$ cat config.mk
export PLATFORM = sky130hd
export DESIGN_NAME = runlength_bit_clock_recovery
export DESIGN_NICKNAME = d
export VERILOG_FILES = /design/src/design/rbcr_pkg.sv /design/src/design/rbcr_div.sv /design/src/design/rbcr_match.sv /design/src/design/runlength_bit_clock_recovery.sv
export SDC_FILE = /design/constraint.sdc
export NUM_CORES = 1
export LEC_CHECK = 0
export ABC_AREA = 1
export BUFFER_PORTS_ARGS = -buffer_cell sky130_fd_sc_hd__buf_2
export CORE_MARGIN = 2
export CORE_UTILIZATION = 45
export DETAILED_ROUTE_END_ITERATION = 12
export PLACE_DENSITY = 0.69
export SYNTH_ARGS = -nofsm -noshare
export SYNTH_HDL_FRONTEND = slang
export SYNTH_SLANG_ARGS = --single-unit
$ cat constraint.sdc
create_clock -name clk -period 6.06 [get_ports clk]
set_input_delay 0.606 -clock clk [delete_from_list [all_inputs] [get_ports clk]]
set_output_delay 0.606 -clock clk [all_outputs]
set_load 0.03 [all_outputs]
$ cat src/design/rbcr_pkg.sv
// Shared types and constants for the run-length bit clock recovery block.
// No dependencies; every other design file imports this package.
package rbcr_pkg;

	// Sizing
	localparam int MAX_RUN_BITS    = 32;
	localparam int CODE_WIDTH      = 22;
	localparam int RUN_COUNT_WIDTH = 16;

	// Fixed field widths
	localparam int RSSI_W     = 8;
	localparam int ACCESS_W   = 22;
	localparam int MAX_ERR_W  = 5;
	localparam int NOMINAL_W  = 16;
	localparam int MIN_RUN_W  = 4;
	localparam int CFG_DATA_W = 22;
	localparam int CFG_IDX_W  = 2;
	localparam int RAW_HIST_W = 6;
	localparam int BITLEN_W   = 31;
	localparam int ES_W       = 32;
	localparam int ES16_W     = ES_W - 4;
	localparam int SCALE_SH   = 8;
	localparam int DIV_SH     = 5;

	// Derived widths
	localparam int N_W      = $clog2(MAX_RUN_BITS + 1);
	localparam int SCALED_W = (RUN_COUNT_WIDTH + 9 > 32) ? RUN_COUNT_WIDTH + 9 : 32;
	localparam int NUM_W    = SCALED_W + 1;
	localparam int DIVD_W   = NUM_W - DIV_SH;
	localparam int UPD_W    = ((DIVD_W > BITLEN_W) ? DIVD_W : BITLEN_W) + 2;
	localparam int ESSUM_W  = ((SCALED_W > ES_W) ? SCALED_W : ES_W) + 1;

	// Register reset values
	localparam logic [ACCESS_W-1:0]  ACCESS_CODE_RST = 22'b0101010101010000111101;
	localparam logic [MAX_ERR_W-1:0] MAX_ERR_RST     = 5'd1;
	localparam logic [NOMINAL_W-1:0] NOMINAL_RST     = 16'd2048;
	localparam logic [MIN_RUN_W-1:0] MIN_RUN_RST     = 4'd5;

	typedef enum logic [CFG_IDX_W-1:0] {
		REG_ACCESS_CODE = 2'd0,
		REG_MAX_ERRORS  = 2'd1,
		REG_NOMINAL_LEN = 2'd2,
		REG_MIN_RUN     = 2'd3
	} cfg_reg_t;

	typedef struct packed {
		logic              raw_bit;
		logic [RSSI_W-1:0] rssi;
	} in_beat_t;

	typedef struct packed {
		logic              data_bit;
		logic              code_found;
		logic              restart;
		logic [RSSI_W-1:0] strength;
		logic              last;
	} out_beat_t;

	typedef struct packed {
		logic              start;
		logic [DIVD_W-1:0] dividend;
		logic [N_W-1:0]    divisor;
	} div_req_t;

	typedef struct packed {
		logic              done;
		logic [DIVD_W-1:0] quotient;
	} div_rsp_t;

endpackage

$ cat src/design/rbcr_div.sv
// Bit-serial restoring divider: one quotient bit per cycle.
// Depends on rbcr_pkg for the request and response structs.
module rbcr_div
	import rbcr_pkg::*;
(
	input  logic     clk,
	input  logic     arst_n,
	input  div_req_t req,
	output div_rsp_t rsp
);

	localparam int CNT_W = $clog2(DIVD_W + 1);

	logic              busy_q;
	logic              done_q;
	logic [CNT_W-1:0]  cnt_q;
	logic [DIVD_W-1:0] quo_q;
	logic [N_W-1:0]    rem_q;
	logic [N_W-1:0]    dvs_q;
	logic [N_W:0]      partial;
	logic [N_W:0]      trial;
	logic              qbit;

	always_comb begin
		partial = {rem_q, quo_q[DIVD_W-1]};
		trial   = partial - {1'b0, dvs_q};
		qbit    = ~trial[N_W];
	end

	always_ff @(posedge clk or negedge arst_n) begin
		if (!arst_n) begin
			busy_q <= 1'b0;
			done_q <= 1'b0;
			cnt_q  <= '0;
			quo_q  <= '0;
			rem_q  <= '0;
			dvs_q  <= '0;
		end else if (req.start) begin
			busy_q <= 1'b1;
			done_q <= 1'b0;
			cnt_q  <= CNT_W'(DIVD_W);
			quo_q  <= req.dividend;
			rem_q  <= '0;
			dvs_q  <= req.divisor;
		end else if (busy_q) begin
			rem_q <= qbit ? trial[N_W-1:0] : partial[N_W-1:0];
			quo_q <= {quo_q[DIVD_W-2:0], qbit};
			cnt_q <= cnt_q - 1'b1;
			if (cnt_q == CNT_W'(1)) begin
				busy_q <= 1'b0;
				done_q <= 1'b1;
			end
		end else begin
			done_q <= 1'b0;
		end
	end

	assign rsp.done     = done_q;
	assign rsp.quotient = quo_q;

	a_start_when_free: assert property (@(posedge clk) disable iff (!arst_n)
		req.start |-> !busy_q)
		else $error("divider restarted while busy");

endmodule

$ cat src/design/rbcr_match.sv
// Access code matcher: counts mismatching bits against the sync word.
// Depends on rbcr_pkg for widths.
module rbcr_match
	import rbcr_pkg::*;
(
	input  logic [CODE_WIDTH-1:0] history,
	input  logic [ACCESS_W-1:0]   code,
	input  logic [MAX_ERR_W-1:0]  max_errors,
	output logic                  found
);

	localparam int CNT_W = $clog2(CODE_WIDTH + 1);
	localparam int CMP_W = (CNT_W > MAX_ERR_W) ? CNT_W : MAX_ERR_W;

	logic [CODE_WIDTH-1:0] diff;
	logic [CNT_W-1:0]      mism;

	always_comb begin
		diff = history ^ CODE_WIDTH'(code);
		mism = '0;
		for (int i = 0; i < CODE_WIDTH; i++) begin
			mism = mism + CNT_W'(diff[i]);
		end
		found = (CMP_W'(mism) <= CMP_W'(max_errors));
	end

endmodule

$ cat src/design/runlength_bit_clock_recovery.sv
// Top level of the run-length bit clock recovery block: sequencer, state, output register.
// Depends on rbcr_pkg, rbcr_div and rbcr_match.
//
// One raw demodulated bit per input beat is deglitched (high when at least three of
// the last six samples are high) and runs of equal level are counted. A sample that
// continues the run leaves the sequencer idle, so such samples stream at one per
// clock. A level change stalls the input while S_CHECK checks the run; a run that
// is too short gives a single restart beat once the output register is free, and
// the block returns to idle. Otherwise the run is cut into bits, one recovered bit
// per cycle (up to 32, plus any output stall), then S_ESUM, S_ES16 and S_NUM do
// the PI arithmetic, S_START starts the divider, the bit-serial divider forms the
// magnitude of (residual + error_sum/16) / (32 * bits) as DIVD_W (28 by default)
// quotient bits, and S_DIV takes the quotient. A closed run holds the input
// stalled until the quotient is taken.
// Output beats sit in a register, so a new sample is taken while the final beat
// of a run still waits downstream.
// Configuration may be written at any time but is meant for idle periods;
// nominal_bit_length takes effect at the next restart.
module runlength_bit_clock_recovery
	import rbcr_pkg::*;
(
	input  logic                  clk,
	input  logic                  arst_n,
	input  logic                  in_valid,
	output logic                  in_stall,
	input  in_beat_t              in_data,
	output logic                  out_valid,
	input  logic                  out_stall,
	output out_beat_t             out_data,
	input  logic                  cfg_we,
	input  logic [CFG_IDX_W-1:0]  cfg_index,
	input  logic [CFG_DATA_W-1:0] cfg_wdata
);

	typedef enum logic [7:0] {
		S_IDLE  = 8'b0000_0001,
		S_CHECK = 8'b0000_0010,
		S_EMIT  = 8'b0000_0100,
		S_ESUM  = 8'b0000_1000,
		S_ES16  = 8'b0001_0000,
		S_NUM   = 8'b0010_0000,
		S_START = 8'b0100_0000,
		S_DIV   = 8'b1000_0000
	} state_t;

	// Configuration registers
	logic [ACCESS_W-1:0]  access_code_q;
	logic [MAX_ERR_W-1:0] max_err_q;
	logic [NOMINAL_W-1:0] nominal_q;
	logic [MIN_RUN_W-1:0] min_run_q;

	// Recovery state
	state_t                      state_q;
	logic [RAW_HIST_W-1:0]       raw_hist_q;
	logic                        level_q;
	logic [RUN_COUNT_WIDTH-1:0]  run_count_q;
	logic [BITLEN_W-1:0]         bit_len_q;
	logic signed [ES_W-1:0]      err_sum_q;
	logic [CODE_WIDTH-1:0]       bit_hist_q;

	// Per-run working registers
	logic                        now_q;
	logic [RSSI_W-1:0]           rssi_q;
	logic signed [SCALED_W-1:0]  scaled_q;
	logic [N_W-1:0]              n_q;
	logic signed [ES16_W-1:0]    es16_q;
	logic signed [NUM_W-1:0]     num_q;
	logic                        neg_q;

	// Output register
	logic                        out_valid_q;
	out_beat_t                   out_q;

	// Combinational helpers
	logic                        in_fire;
	logic                        out_free;
	logic                        out_load;
	logic [RAW_HIST_W-1:0]       raw_next;
	logic [$clog2(RAW_HIST_W+1)-1:0] raw_ones;
	logic                        now;
	logic [BITLEN_W-2:0]         half;
	logic [SCALED_W-1:0]         scaled0;
	logic                        resync;
	logic [BITLEN_W-1:0]         nominal_len;
	logic signed [SCALED_W:0]    scaled_sub;
	logic signed [SCALED_W-1:0]  scaled_next;
	logic [N_W-1:0]              n_next;
	logic                        more_bits;
	logic [CODE_WIDTH-1:0]       hist_next;
	logic                        found;
	logic signed [ESSUM_W-1:0]   es_sum;
	logic signed [ES_W-1:0]      es_sat;
	logic signed [ES_W-1:0]      es_bias;
	logic [NUM_W-1:0]            num_mag;
	logic signed [UPD_W-1:0]     upd;
	logic [BITLEN_W-1:0]         bit_len_new;
	div_req_t                    div_req;
	div_rsp_t                    div_rsp;

	assign in_fire   = in_valid && !in_stall;
	assign in_stall  = (state_q != S_IDLE);
	assign out_free  = !out_valid_q || !out_stall;
	assign out_load  = ((state_q == S_CHECK) && resync && out_free)
	                   || ((state_q == S_EMIT) && out_free);
	assign out_valid = out_valid_q;
	assign out_data  = out_q;

	always_comb begin
		// deglitch: high when at least three of the last six raw samples are high
		raw_next = {raw_hist_q[RAW_HIST_W-2:0], in_data.raw_bit};
		raw_ones = '0;
		for (int i = 0; i < RAW_HIST_W; i++) begin
			raw_ones = raw_ones + ($bits(raw_ones))'(raw_next[i]);
		end
		now = (raw_ones >= ($bits(raw_ones))'(3));

		// run check
		half        = bit_len_q[BITLEN_W-1:1];
		scaled0     = SCALED_W'({run_count_q, {SCALE_SH{1'b0}}});
		resync      = (run_count_q < RUN_COUNT_WIDTH'(min_run_q))
		              || (scaled0 <= SCALED_W'(half));
		nominal_len = (nominal_q == '0) ? BITLEN_W'(1) : BITLEN_W'(nominal_q);

		// one bit cut from the run
		scaled_sub  = (SCALED_W+1)'(scaled_q) - (SCALED_W+1)'(bit_len_q);
		scaled_next = scaled_sub[SCALED_W-1:0];
		n_next      = n_q + 1'b1;
		more_bits   = ($signed(scaled_next) > $signed(SCALED_W'(half)))
		              && (n_next < N_W'(MAX_RUN_BITS));
		hist_next   = {bit_hist_q[CODE_WIDTH-2:0], level_q};

		// integral term, saturated to 32 bits signed
		es_sum = ESSUM_W'(err_sum_q) + ESSUM_W'(scaled_q);
		if ((es_sum[ESSUM_W-1:ES_W-1] == '0) || (es_sum[ESSUM_W-1:ES_W-1] == '1)) begin
			es_sat = es_sum[ES_W-1:0];
		end else if (es_sum[ESSUM_W-1]) begin
			es_sat = {1'b1, {(ES_W-1){1'b0}}};
		end else begin
			es_sat = {1'b0, {(ES_W-1){1'b1}}};
		end

		// divide by 16 truncating toward zero: bias negatives before the shift
		es_bias = err_sum_q + (err_sum_q[ES_W-1] ? ES_W'(15) : ES_W'(0));

		num_mag = num_q[NUM_W-1] ? NUM_W'(-num_q) : NUM_W'(num_q);

		div_req.start    = (state_q == S_START);
		div_req.dividend = num_mag[NUM_W-1:DIV_SH];
		div_req.divisor  = n_q;

		// apply the correction with sign, then clamp to 1 .. 2^31-1
		upd = neg_q ? (UPD_W'(bit_len_q) - UPD_W'(div_rsp.quotient))
		            : (UPD_W'(bit_len_q) + UPD_W'(div_rsp.quotient));
		if (upd[UPD_W-1] || (upd == '0)) begin
			bit_len_new = BITLEN_W'(1);
		end else if (|upd[UPD_W-2:BITLEN_W]) begin
			bit_len_new = '1;
		end else begin
			bit_len_new = upd[BITLEN_W-1:0];
		end
	end

	rbcr_match u_match (
		.history    (hist_next),
		.code       (access_code_q),
		.max_errors (max_err_q),
		.found      (found)
	);

	rbcr_div u_div (
		.clk    (clk),
		.arst_n (arst_n),
		.req    (div_req),
		.rsp    (div_rsp)
	);

	// Configuration writes
	always_ff @(posedge clk or negedge arst_n) begin
		if (!arst_n) begin
			access_code_q <= ACCESS_CODE_RST;
			max_err_q     <= MAX_ERR_RST;
			nominal_q     <= NOMINAL_RST;
			min_run_q     <= MIN_RUN_RST;
		end else if (cfg_we) begin
			unique case (cfg_reg_t'(cfg_index))
				REG_ACCESS_CODE: access_code_q <= cfg_wdata[ACCESS_W-1:0];
				REG_MAX_ERRORS:  max_err_q     <= cfg_wdata[MAX_ERR_W-1:0];
				REG_NOMINAL_LEN: nominal_q     <= cfg_wdata[NOMINAL_W-1:0];
				REG_MIN_RUN:     min_run_q     <= cfg_wdata[MIN_RUN_W-1:0];
				default: ;
			endcase
		end
	end

	// Sequencer and recovery state
	always_ff @(posedge clk or negedge arst_n) begin
		if (!arst_n) begin
			state_q     <= S_IDLE;
			raw_hist_q  <= '0;
			level_q     <= 1'b0;
			run_count_q <= '0;
			bit_len_q   <= BITLEN_W'(NOMINAL_RST);
			err_sum_q   <= '0;
			bit_hist_q  <= '0;
			now_q       <= 1'b0;
			rssi_q      <= '0;
			scaled_q    <= '0;
			n_q         <= '0;
			es16_q      <= '0;
			num_q       <= '0;
			neg_q       <= 1'b0;
			out_valid_q <= 1'b0;
			out_q       <= '0;
		end else begin
			// raise valid on a new beat, drop it once the held beat is taken
			if (out_load) begin
				out_valid_q <= 1'b1;
			end else if (!out_stall) begin
				out_valid_q <= 1'b0;
			end
			unique case (state_q)
				S_IDLE: begin
					if (in_fire) begin
						raw_hist_q <= raw_next;
						if (now == level_q) begin
							if (run_count_q != '1) begin
								run_count_q <= run_count_q + 1'b1;
							end
						end else begin
							now_q   <= now;
							rssi_q  <= in_data.rssi;
							state_q <= S_CHECK;
						end
					end
				end
				S_CHECK: begin
					if (resync) begin
						if (out_free) begin
							// restart beat, then reset recovery state: new run at the new level, nominal bit length
							out_q.data_bit      <= 1'b0;
							out_q.code_found    <= 1'b0;
							out_q.restart       <= 1'b1;
							out_q.strength      <= rssi_q;
							out_q.last          <= 1'b1;
							raw_hist_q          <= '0;
							level_q             <= now_q;
							run_count_q         <= RUN_COUNT_WIDTH'(1);
							bit_len_q           <= nominal_len;
							err_sum_q           <= '0;
							bit_hist_q          <= '0;
							state_q             <= S_IDLE;
						end
					end else begin
						scaled_q <= scaled0;
						n_q      <= '0;
						state_q  <= S_EMIT;
					end
				end
				S_EMIT: begin
					if (out_free) begin
						out_q.data_bit   <= level_q;
						out_q.code_found <= found;
						out_q.restart    <= 1'b0;
						out_q.strength   <= rssi_q;
						out_q.last       <= !more_bits;
						scaled_q         <= scaled_next;
						bit_hist_q       <= hist_next;
						n_q              <= n_next;
						if (!more_bits) begin
							state_q <= S_ESUM;
						end
					end
				end
				S_ESUM: begin
					err_sum_q <= es_sat;
					state_q   <= S_ES16;
				end
				S_ES16: begin
					es16_q  <= es_bias[ES_W-1:4];
					state_q <= S_NUM;
				end
				S_NUM: begin
					num_q   <= NUM_W'(scaled_q) + NUM_W'(es16_q);
					state_q <= S_START;
				end
				S_START: begin
					neg_q   <= num_q[NUM_W-1];
					state_q <= S_DIV;
				end
				S_DIV: begin
					if (div_rsp.done) begin
						bit_len_q   <= bit_len_new;
						level_q     <= now_q;
						run_count_q <= RUN_COUNT_WIDTH'(1);
						state_q     <= S_IDLE;
					end
				end
				default: state_q <= S_IDLE;
			endcase
		end
	end

	a_restart_shape: assert property (@(posedge clk) disable iff (!arst_n)
		out_valid_q && out_q.restart |-> out_q.last && !out_q.data_bit && !out_q.code_found)
		else $error("restart beat carries data or is not final");

	a_bit_len_nonzero: assert property (@(posedge clk) disable iff (!arst_n)
		bit_len_q != '0)
		else $error("bit length reached zero");

	a_emit_bound: assert property (@(posedge clk) disable iff (!arst_n)
		state_q == S_EMIT |-> n_q < N_W'(MAX_RUN_BITS))
		else $error("too many bits cut from one run");

	a_divisor_nonzero: assert property (@(posedge clk) disable iff (!arst_n)
		div_req.start |-> div_req.divisor != '0)
		else $error("divider started with zero bit count");

endmodule
==> impl_metrics.tcl, run 1 <==
set metrics [dict create \
    syn_nets 4126 \
    p_per_area_nw_per_um2 673 \
    core_area_sq_um 59100 \
    p_leak_nw 14.7 \
    fill_cells 5959 \
    yosysWarnings 0 \
    htree_levels 2 \
    antenna_found_initial 1 \
    wirelength_microns 85200 \
    cts_root_buf "clkbuf_16" \
    relSlewSlack_pct 25.6 \
    synth_edf_count 0 \
    dieWidth_microns 249 \
    postCtsResizedCells 0 \
    num_vias 25900 \
    grt_max_degree 169 \
    cts_inserted_buffers 40 \
    gp_congestion 1.02 \
    grt_pass1_wl_microns 133000 \
    clock_sinks 329 \
    die_y_microns 249 \
    crit_required_ns 6.57 \
    ant_nets 0 \
    drt_iter0_markers 2546 \
    ys_seq_area_share_pct 30.6 \
    synth_flop_cell "dfrtp_1" \
    cts_hold_buf 0 \
    peakVddDrop_uv 1660 \
    worstSetupPathType "reg -> reg" \
    clkTransAtPathRegs_ns 0.06 \
    final_cell_area_sq_um 29300 \
    max_cap_viol_count 0 \
    grt_usage_pct 27.1 \
    die-area_sq_um 61800 \
    fin_skew_ns 0.0374 \
    fmax_ghz 0.186 \
    tightest_slew_ns 1.11 \
    io_buffers 51 \
    dr.pass1.iters 6 \
    syn_area_per_cell_sq_um 7.02 \
    gr-total-overflow 0 \
    n_antenna_cell 0 \
    dpl_cell_area_sq_um 27900 \
    tritoncts "built" \
    clock_latency_ns 0.59 \
    hold_viol 0 \
    initial_utilization_pct 45.6 \
    worstPathArrival_ns 5.89 \
    cp-end-kind "flop" \
    hpwl_microns 66800 \
    synth_cells 3838 \
    crit_fanout 2 \
    wl_per_cell_microns 18.3 \
    cts_buffer_depth 3 \
    viasPerCell 5.57 \
    synthArstFlopShare_pct 100 \
    multi_input_area_sq_um 16300 \
    syn2layout_area_growth_pct 8.70 \
    rsz0062_at_grt "no" \
    status "finished, final reports clean" \
    grt_pass1_vias 23800 \
    num_rows 89 \
    synth_area_sq_um 26900 \
    final.min_clock_period_ns 5.38 \
    finalSetupTns_ns 0 \
    drive_gt1_share_pct 5.82 \
    drv_slew 0 \
    synth_cell_types 67 \
    final_nets 4141 \
    min_path_type "in -> async" \
    num_io_pins 52 \
    cts_setup_buffers 0 \
    setup-violations-final 0 \
    ff_latch_area_sq_um 8250 \
    post-route-period-util_pct 88.7 \
    critPathLaunchType "flop" \
    drc 0 \
    ys_ff_latch 329 \
]
==> logic make-up (layout without fill, tap and decap cells) <==
| logic type | after synthesis | in the layout | share of synthesized area (%) |
|---|---|---|---|
| AO/OA/AOI/OAI | 724 | 724 | 15.5 |
| XOR/XNOR | 138 | 138 | 4.51 |
| adder cells (fa/ha/maj) | 250 | 250 | 12.3 |
| buffers and inverters | 618 | 664 | 8.96 |
| flip-flops | 329 | 329 | 30.6 |
| multiplexers | 6 | 6 | 0.251 |
| AND/OR/NAND/NOR | 1773 | 1773 | 27.8 |
==> worst max-delay path: stages (launching register included) <==
cell and delay, ns:
dfstp_2 0.53, xor2_1 0.06, ha_1 0.29, inv_1 0.06
fa_1 0.50, fa_1 0.52, fa_1 0.52, fa_1 0.51
fa_1 0.51, fa_1 0.42, inv_1 0.09, fa_1 0.42
ha_1 0.30, a21oi_1 0.17, nor2_1 0.05, o21bai_1 0.13
a2bb2oi_1 0.07, o21ai_0 0.13
==> power breakdown <==
group          internal (W)  switching, W
Clock               0.00151       0.00104
Combinational       0.00519       0.00831
Sequential          0.00282      0.000849
Total               0.00952        0.0102
==> cell type report <==
type | count | area share, %
repair buffers | 68 | 1.38
clock inverters | 17 | 0.790
multi-input cells | 2891 | 55.6
well taps | 773 | 3.30
flip-flops and latches | 329 | 28.2
clock buffers | 56 | 4.03
inverters | 523 | 6.71
==> stage by stage <==
stage	instances	total power, W	hold WS [ns]	util, %	worst slack (ns)
after CTS	4657	0.0196	0.0201	49.5	0.657
after detailed placement	4584	0.0170	0.457	47.1	0.646
after global placement	4584	0.0168	0.454	47.1	0.671
after global routing	4657	0.0219	0.0564	49.5	0.411
final	4657	0.0197	0.00537	49.5	0.682
after floorplan	3838	0.0137	0.310	-	0.893
==> synth_stat cells (all sizes together) (10+ instances only) <==
cell type / count / area share [%]
ha: 226 / 10
a31oi: 22 / 0.51
nor3: 61 / 1.2
o21bai: 25 / 0.70
nor4: 29 / 0.80
o211ai: 29 / 0.81
o21ai: 261 / 4.9
xnor2: 60 / 2.0
fa: 24 / 1.8
inv: 520 / 7.3
nand4: 52 / 1.3
a21oi: 247 / 4.6
nand2: 1062 / 15
clkbuf: 46 / 0.65
dfrtp: 312 / 29
o221ai: 27 / 0.88
nand3: 249 / 4.7
nor2: 297 / 4.3
dfstp: 17 / 1.7
a21o: 11 / 0.31
xor2: 78 / 2.6
buf: 49 / 1.0
a21boi: 10 / 0.29
o31ai: 13 / 0.36
o22ai: 43 / 1.0
==> layer usage <==
layer / wire (microns) / GRT usage, %
met1: 39800 / 39.5
met2: 36300 / 41.3
met3: 6130 / 3.67
met4: 2850 / 8.99
met5: 13 / 0
==> final timing paths <==
path,startpoint,endpoint,slack (ns),cells past startpoint
setup / recovery,access_code_q[0]$_DFFE_PN1P_,out_data[10]$_DFFE_PN0P_,0.68,17
hold / removal,arst_n,access_code_q[19]$_DFFE_PN0P_,0.005,1
setup reg to reg,access_code_q[0]$_DFFE_PN1P_,out_data[10]$_DFFE_PN0P_,0.68,17
hold reg to reg,out_data[6]$_DFFE_PN0P_,out_data[6]$_DFFE_PN0P_,0.47,2
max in group asynchronous,arst_n,err_sum_q[24]$_DFFE_PN0P_,4.67,2
min in group clk,in_data[3],rssi_q[3]$_DFFE_PN0P_,0.22,3
==> state kept, by name (all words and copies together), names as in the netlist, 4 cells and up <==
name	flops
u_div.quo_q	28
u_div.cnt_q	5
bit_len_q	31
u_div.dvs_q	6
rssi_q	8
es16_q	28
max_err_q	5
nominal_q	16
scaled_q	32
out_data	11
run_count_q	16
bit_hist_q	21
u_div.rem_q	6
state_q	8
n_q	6
err_sum_q	32
raw_hist_q	5
min_run_q	4
access_code_q	22
num_q	33
==> cell usage in the layout (no fill, tap or decap), types with 40 or more instances in the layout <==
cell type,n
nor3_1,60
inv_1,512
nand2_1,1049
o21ai_0,245
nand3_1,244
a21oi_1,243
dfrtp_1,312
buf_2,50
clkbuf_16,40
ha_1,226
nand4_1,50
o22ai_1,43
nor2_1,285
xor2_1,77
xnor2_1,60
No activity file was read; power rests on OpenSTA's default activity.
==> run 2, diff against run 1 <==
Settings changed: ABC_AREA 1 to not set.
==> run 2 against run 1 <==
Effect of this change: non-clock buffer count rose by 9; power shrank 44%; core utilization grew 0.42 points; hold slack improved by 0.0080 ns; final area shrank 10%; register-to-register slack got worse by 0.32 ns; fmax down 5.7%; critical endpoint unchanged.
==> impl_metrics.tcl, run 2 <==
set metrics [dict create \
    final.min_clock_period_ns 5.70 \
    wirelength_microns 68800 \
    viasPerCell 5.97 \
    tightest_slew_ns 1.17 \
    synth.most_common_cell "dfrtp_1" \
    slowest_stage "dfstp_2" \
    critPathLaunchType "flop" \
    syn_area_per_cell_sq_um 9.07 \
    rsz0062_at_grt "no" \
    io_buffers 51 \
    n_antenna_cell 0 \
    synth_cells 2646 \
    synth_cell_types 76 \
    fin_util_pct 49.9 \
    reg2reg_depth 19 \
    gr-total-overflow 0 \
    yosys-top-cells-area "dfrtp_1, ha_1, nand2_1" \
    final_cells 3373 \
    ant_nets 0 \
    synth_edf_count 0 \
    initial_utilization_pct 45.6 \
    clkTransAtPathRegs_ns 0.06 \
    cts_buffer_depth 3 \
    post-route-period-util_pct 94.1 \
    p_per_area_nw_per_um2 422 \
    dr.pass1.iters 6 \
    worstPathArrival_ns 6.18 \
    fin_skew_ns 0.0259 \
    pre_cts_ws_ns 0.362 \
    peakVddDrop_uv 624 \
    dieWidth_microns 235 \
    drv_slew 0 \
    cp_common_cell "fa_1" \
    synth_area_leader_cell "dfrtp_1" \
    fin_ws_ns 0.360 \
    synthArstFlopShare_pct 100 \
    grt_pass1_vias 19700 \
    htree_levels 2 \
    drt_iter0_markers 1807 \
    crit_fanout 2 \
    syn2layout_area_growth_pct 9.61 \
    yosysWarnings 0 \
    drc 0 \
    grt_usage_pct 24.6 \
    p_leak_nw 12.4 \
    wl_per_cell_microns 20.4 \
    ys_ff_latch 329 \
    final_cell_mix "dfrtp_1, nand2_1, ha_1, o21ai_0, a21oi_1" \
    r2r_slack_ns 0.36 \
    ys_seq_area_share_pct 34.4 \
    hold_viol 0 \
    crit_required_ns 6.54 \
    grt_pass1_wl_microns 110000 \
    top_regs "num_q (33), err_sum_q (32), scaled_q (32)" \
    num_vias 20100 \
    largest_reg_flops 33 \
    timing.rr.start "access_code_q[0]$_DFFE_PN1P_" \
    cts_setup_buffers 0 \
    fill_cells 4795 \
    drive_gt1_share_pct 9.87 \
    die-area_sq_um 55200 \
    postCtsResizedCells 0 \
    cts_inserted_buffers 39 \
    synthTopCellsByCount "dfrtp_1, nand2_1, ha_1" \
    finalSetupTns_ns 0 \
    final_nets 2942 \
    worstSetupPathType "reg -> reg" \
    status "finished, final reports clean" \
    grt_max_degree 132 \
    synth_top_area_share_pct 32.5 \
    power.total_w 0.0111 \
    max_cap_viol_count 0 \
    largest-register "num_q" \
    relSlewSlack_pct 22.1 \
    synth_flop_cell "dfrtp_1" \
    layout_commonest_cell "dfrtp_1" \
    dp.cells 3301 \
    gp_congestion 0.993 \
    clock_latency_ns 0.58 \
    num_rows 84 \
    tritoncts "built" \
    crit_chain "xor2_1, ha_1, inv_1, fa_1, fa_1, fa_1, fa_1, fa_1, fa_1, inv_1, fa_1, ha_1, nor2b_1, o21a_1, o21ai_0, nand2b_1, a21oi_1, a31oi_1, o21ai_0" \
    fmax_ghz 0.175 \
    clock_sinks 329 \
    hpwl_microns 52000 \
    die_y_microns 235 \
    cts_root_buf "clkbuf_16" \
    r2r-end "out_data[10]$_DFFE_PN0P_" \
    min_path_type "in -> async" \
    antenna_found_initial 2 \
    num_io_pins 52 \
    syn_nets 2934 \
    synth_area_sq_um 24000 \
    core_area_sq_um 52700 \
    cp-end-kind "flop" \
    setup-violations-final 0 \
    max_stage_delay_ns 0.53 \
    cts_hold_buf 0 \
]
[run 2: changes by cell type in the layout (fill, tap and decap cells not counted), moves of 70 or more]
cell / change
a21o_1: +70
a21oi_1: -75
inv_1: -347
nand2_1: -766
nand3_1: -189
nor2_1: -128
[run 2: how the worst max path moves through the flow]
stage / to / start
5_1_grt: out_data[10]$_DFFE_PN0P_ / access_code_q[0]$_DFFE_PN1P_
4_1_cts: out_data[10]$_DFFE_PN0P_ / access_code_q[0]$_DFFE_PN1P_
3_5_place_dp: out_data[10]$_DFFE_PN0P_ / access_code_q[0]$_DFFE_PN1P_
3_3_place_gp: out_data[10]$_DFFE_PN0P_ / access_code_q[0]$_DFFE_PN1P_
6_report: out_data[10]$_DFFE_PN0P_ / access_code_q[0]$_DFFE_PN1P_
2_1_floorplan: out_data[10]$_DFFE_PN0P_ / access_code_q[0]$_DFFE_PN1P_
[run 2: area by class of cell]
class	instances	area, sq um	area share [%]
multi-input cells	2042	14700	56.1
flip-flops and latches	329	8260	31.4
clock buffers	52	1060	4.05
well taps	688	861	3.27
inverters	165	619	2.35
repair buffers	77	473	1.80
clock inverters	20	279	1.06
[run 2: worst max-delay path, delay by kind of cell, from the launching register on]
kind	cells	cell delay, ns
buffers and inverters	2	0.17
AO/OA/AOI/OAI	5	0.68
AND/OR/NAND/NOR	2	0.21
XOR/XNOR	1	0.15
adder cells (fa/ha/maj)	9	3.85
flip-flops	1	0.53
[run 2: kinds of logic (layout without fill, tap and decap cells)]
group                    after synthesis  after routing  share of synthesized area (%)
buffers and inverters                275            314                           4.32
AND/OR/NAND/NOR                      734            734                           14.7
multiplexers                          88             88                           4.04
AO/OA/AOI/OAI                        753            753                           20.8
flip-flops                           329            329                           34.4
adder cells (fa/ha/maj)              250            250                           13.8
XOR/XNOR                             217            217                           7.92
[run 2: power by group]
part / internal (W) / total [W] / leakage (nW) / switching [W]
Clock: 0.00147 / 0.00248 / 0.658 / 0.00101
Sequential: 0.00258 / 0.00300 / 4.34 / 0.000422
Combinational: 0.00238 / 0.00563 / 7.39 / 0.00324
[run 2: routing by layer]
layer	routed length, microns	global-route usage (%)
met5	0	0
met4	1790	6.96
met3	4550	3.34
met2	30700	38.3
met1	31800	35.7
[run 2: through the flow]
step	hold slack (ns)	instance area, sq um
6_report	0.0133	26300
5_1_grt	0.0447	26300
4_1_cts	0.0157	26300
3_5_place_dp	0.466	25000
3_3_place_gp	0.459	25000
2_1_floorplan	0.310	24000
==> run 3, diff against run 2 <==
Settings changed: CELL_PAD_IN_SITES_DETAIL_PLACEMENT set to 0, CELL_PAD_IN_SITES_GLOBAL_PLACEMENT set to 1, PLACE_DENSITY 0.69 to 0.8.
==> run 3 against run 2 <==
Effect of this change: final area up 0.27%; largest cell class unchanged; final cell count up 0.24%; first-iteration DRC count down 9.3%; combinational power down 0.7%; sequential share of layout area down 0.085 points.
==> impl_metrics.tcl, run 3 (synthesized netlist as in run 2, its figures left out) <==
set metrics [dict create \
    die-area_sq_um 55200 \
    tritoncts "built" \
    grt_pass1_wl_microns 111000 \
    largest_reg_flops 33 \
    grt_max_degree 143 \
    top_regs "num_q (33), err_sum_q (32), scaled_q (32)" \
    cts_root_buf "clkbuf_16" \
    p_per_area_nw_per_um2 421 \
    cp_common_cell "fa_1" \
    layout_commonest_cell "dfrtp_1" \
    post-route-period-util_pct 93.6 \
    io_buffers 51 \
    crit_chain "xor2_1, ha_1, inv_1, fa_1, fa_1, fa_1, fa_1, fa_1, fa_1, inv_1, fa_1, ha_1, nor2b_1, o21a_1, o21ai_0, nand2b_1, a21oi_1, a31oi_1, o21ai_0" \
    num_io_pins 52 \
    cts_buffer_depth 3 \
    finalSetupTns_ns 0 \
    final.min_clock_period_ns 5.67 \
    core_area_sq_um 52700 \
    min_path_type "in -> async" \
    fmax_ghz 0.176 \
    fin_skew_ns 0.0361 \
    relSlewSlack_pct 24.7 \
    final_cell_mix "dfrtp_1, nand2_1, ha_1, o21ai_0, a21oi_1" \
    syn2layout_area_growth_pct 9.91 \
    worstSetupPathType "reg -> reg" \
    p_leak_nw 12.4 \
    status "finished, final reports clean" \
    fin_ws_ns 0.386 \
    cp-end-kind "flop" \
    rsz0062_at_grt "no" \
    fill_cells 4875 \
    die_y_microns 235 \
    endpoint "out_data[10]$_DFFE_PN0P_" \
    hpwl_microns 52800 \
    wl_per_cell_microns 20.8 \
    critPathLaunchType "flop" \
    max_stage_delay_ns 0.54 \
    setup-violations-final 0 \
    timing.rr.start "level_q$_DFFE_PN0P_" \
    largest-register "num_q" \
    r2r_slack_ns 0.39 \
    htree_levels 2 \
    grt_usage_pct 25.2 \
    drv_slew 0 \
    whs_ns 0.0564 \
    drt_iter0_markers 1639 \
    cp.depth 19 \
    ant_nets 0 \
    drive_gt1_share_pct 10.1 \
    reg2reg_depth 19 \
    cts_inserted_buffers 40 \
    final_nets 2949 \
    dr.pass1.iters 5 \
    antenna_found_initial 0 \
    startpoint "level_q$_DFFE_PN0P_" \
    r2r-end "out_data[10]$_DFFE_PN0P_" \
    drc 0 \
    viasPerCell 5.91 \
    max_cap_viol_count 0 \
    gp_congestion 0.948 \
    clock_latency_ns 0.59 \
    grt_pass1_vias 19600 \
    hold_viol 0 \
    clkTransAtPathRegs_ns 0.06 \
    slowest_stage "fa_1" \
    wirelength_microns 70200 \
    initial_utilization_pct 45.6 \
    pre_cts_ws_ns 0.317 \
    num_vias 20000 \
    dieWidth_microns 235 \
    num_rows 84 \
    tightest_slew_ns 1.13 \
    crit_family "adder cells" \
    crit_fanout 4 \
    worstPathArrival_ns 6.18 \
    clock_sinks 329 \
    peakVddDrop_uv 528 \
    path_buf_inv 2 \
    gr-total-overflow 0 \
    crit_required_ns 6.56 \
]
==> run 3: layout make-up <==
class | count | area (sq um) | share of cell area [%]
well taps | 688 | 861 | 3.26
clock buffers | 56 | 1130 | 4.29
clock inverters | 17 | 226 | 0.859
flip-flops and latches | 329 | 8260 | 31.3
repair buffers | 83 | 518 | 1.96
multi-input cells | 2042 | 14800 | 56.0
inverters | 165 | 619 | 2.35
diodes | 1 | 2.50 | 0.00949
==> run 3: worst min-delay path by stage <==
stage | start | to | slack (ns) | cells past startpoint
after global placement | out_data[9]$_DFFE_PN0P_ | out_data[9]$_DFFE_PN0P_ | 0.46 | 1
final | arst_n | u_div.quo_q[20]$_DFFE_PN0P_ | 0.06 | 1
after CTS | arst_n | u_div.quo_q[20]$_DFFE_PN0P_ | 0.07 | 1
after floorplan | arst_n | access_code_q[11]$_DFFE_PN0P_ | 0.31 | 0
after detailed placement | u_div.dvs_q[0]$_DFFE_PN0N_ | u_div.dvs_q[0]$_DFFE_PN0N_ | 0.47 | 2
after global routing | arst_n | u_div.quo_q[20]$_DFFE_PN0P_ | 0.11 | 1
==> run 3: per-stage QoR <==
stage / power [W] / utilization (%) / area [sq um] / std cells
floorplan: 0.00706 / - / 24000 / 2646
global placement: 0.00852 / 47.5 / 25000 / 3307
detailed placement: 0.00858 / 47.5 / 25000 / 3307
CTS: 0.0111 / 50.1 / 26400 / 3380
global route: 0.0120 / 50.1 / 26400 / 3380
finish: 0.0111 / 50.1 / 26400 / 3381
==> run 3: metal layers <==
| metal | global-route usage [%] | part of all wire [%] |
|---|---|---|
| met5 | 0 | 0 |
| met3 | 2.63 | 4.6 |
| met1 | 34.9 | 46 |
| met4 | 9.17 | 3.5 |
| met2 | 40.7 | 46 |
==> run 3: what timing repair did <==
item                                    4_1_cts  5_1_grt
gates resized for setup                       0        2
endpoints found under the setup margin        0        1
setup buffers                                 0        0
hold buffers                                  0        0
hold endpoints to repair                      0        0
==> run 3: report_power, final <==
group / switching, W / leakage [nW] / internal [W] / total, W
clock: 0.00102 / 0.663 / 0.00148 / 0.00251
combinational: 0.00320 / 7.42 / 0.00240 / 0.00559
sequential: 0.000433 / 4.34 / 0.00258 / 0.00301
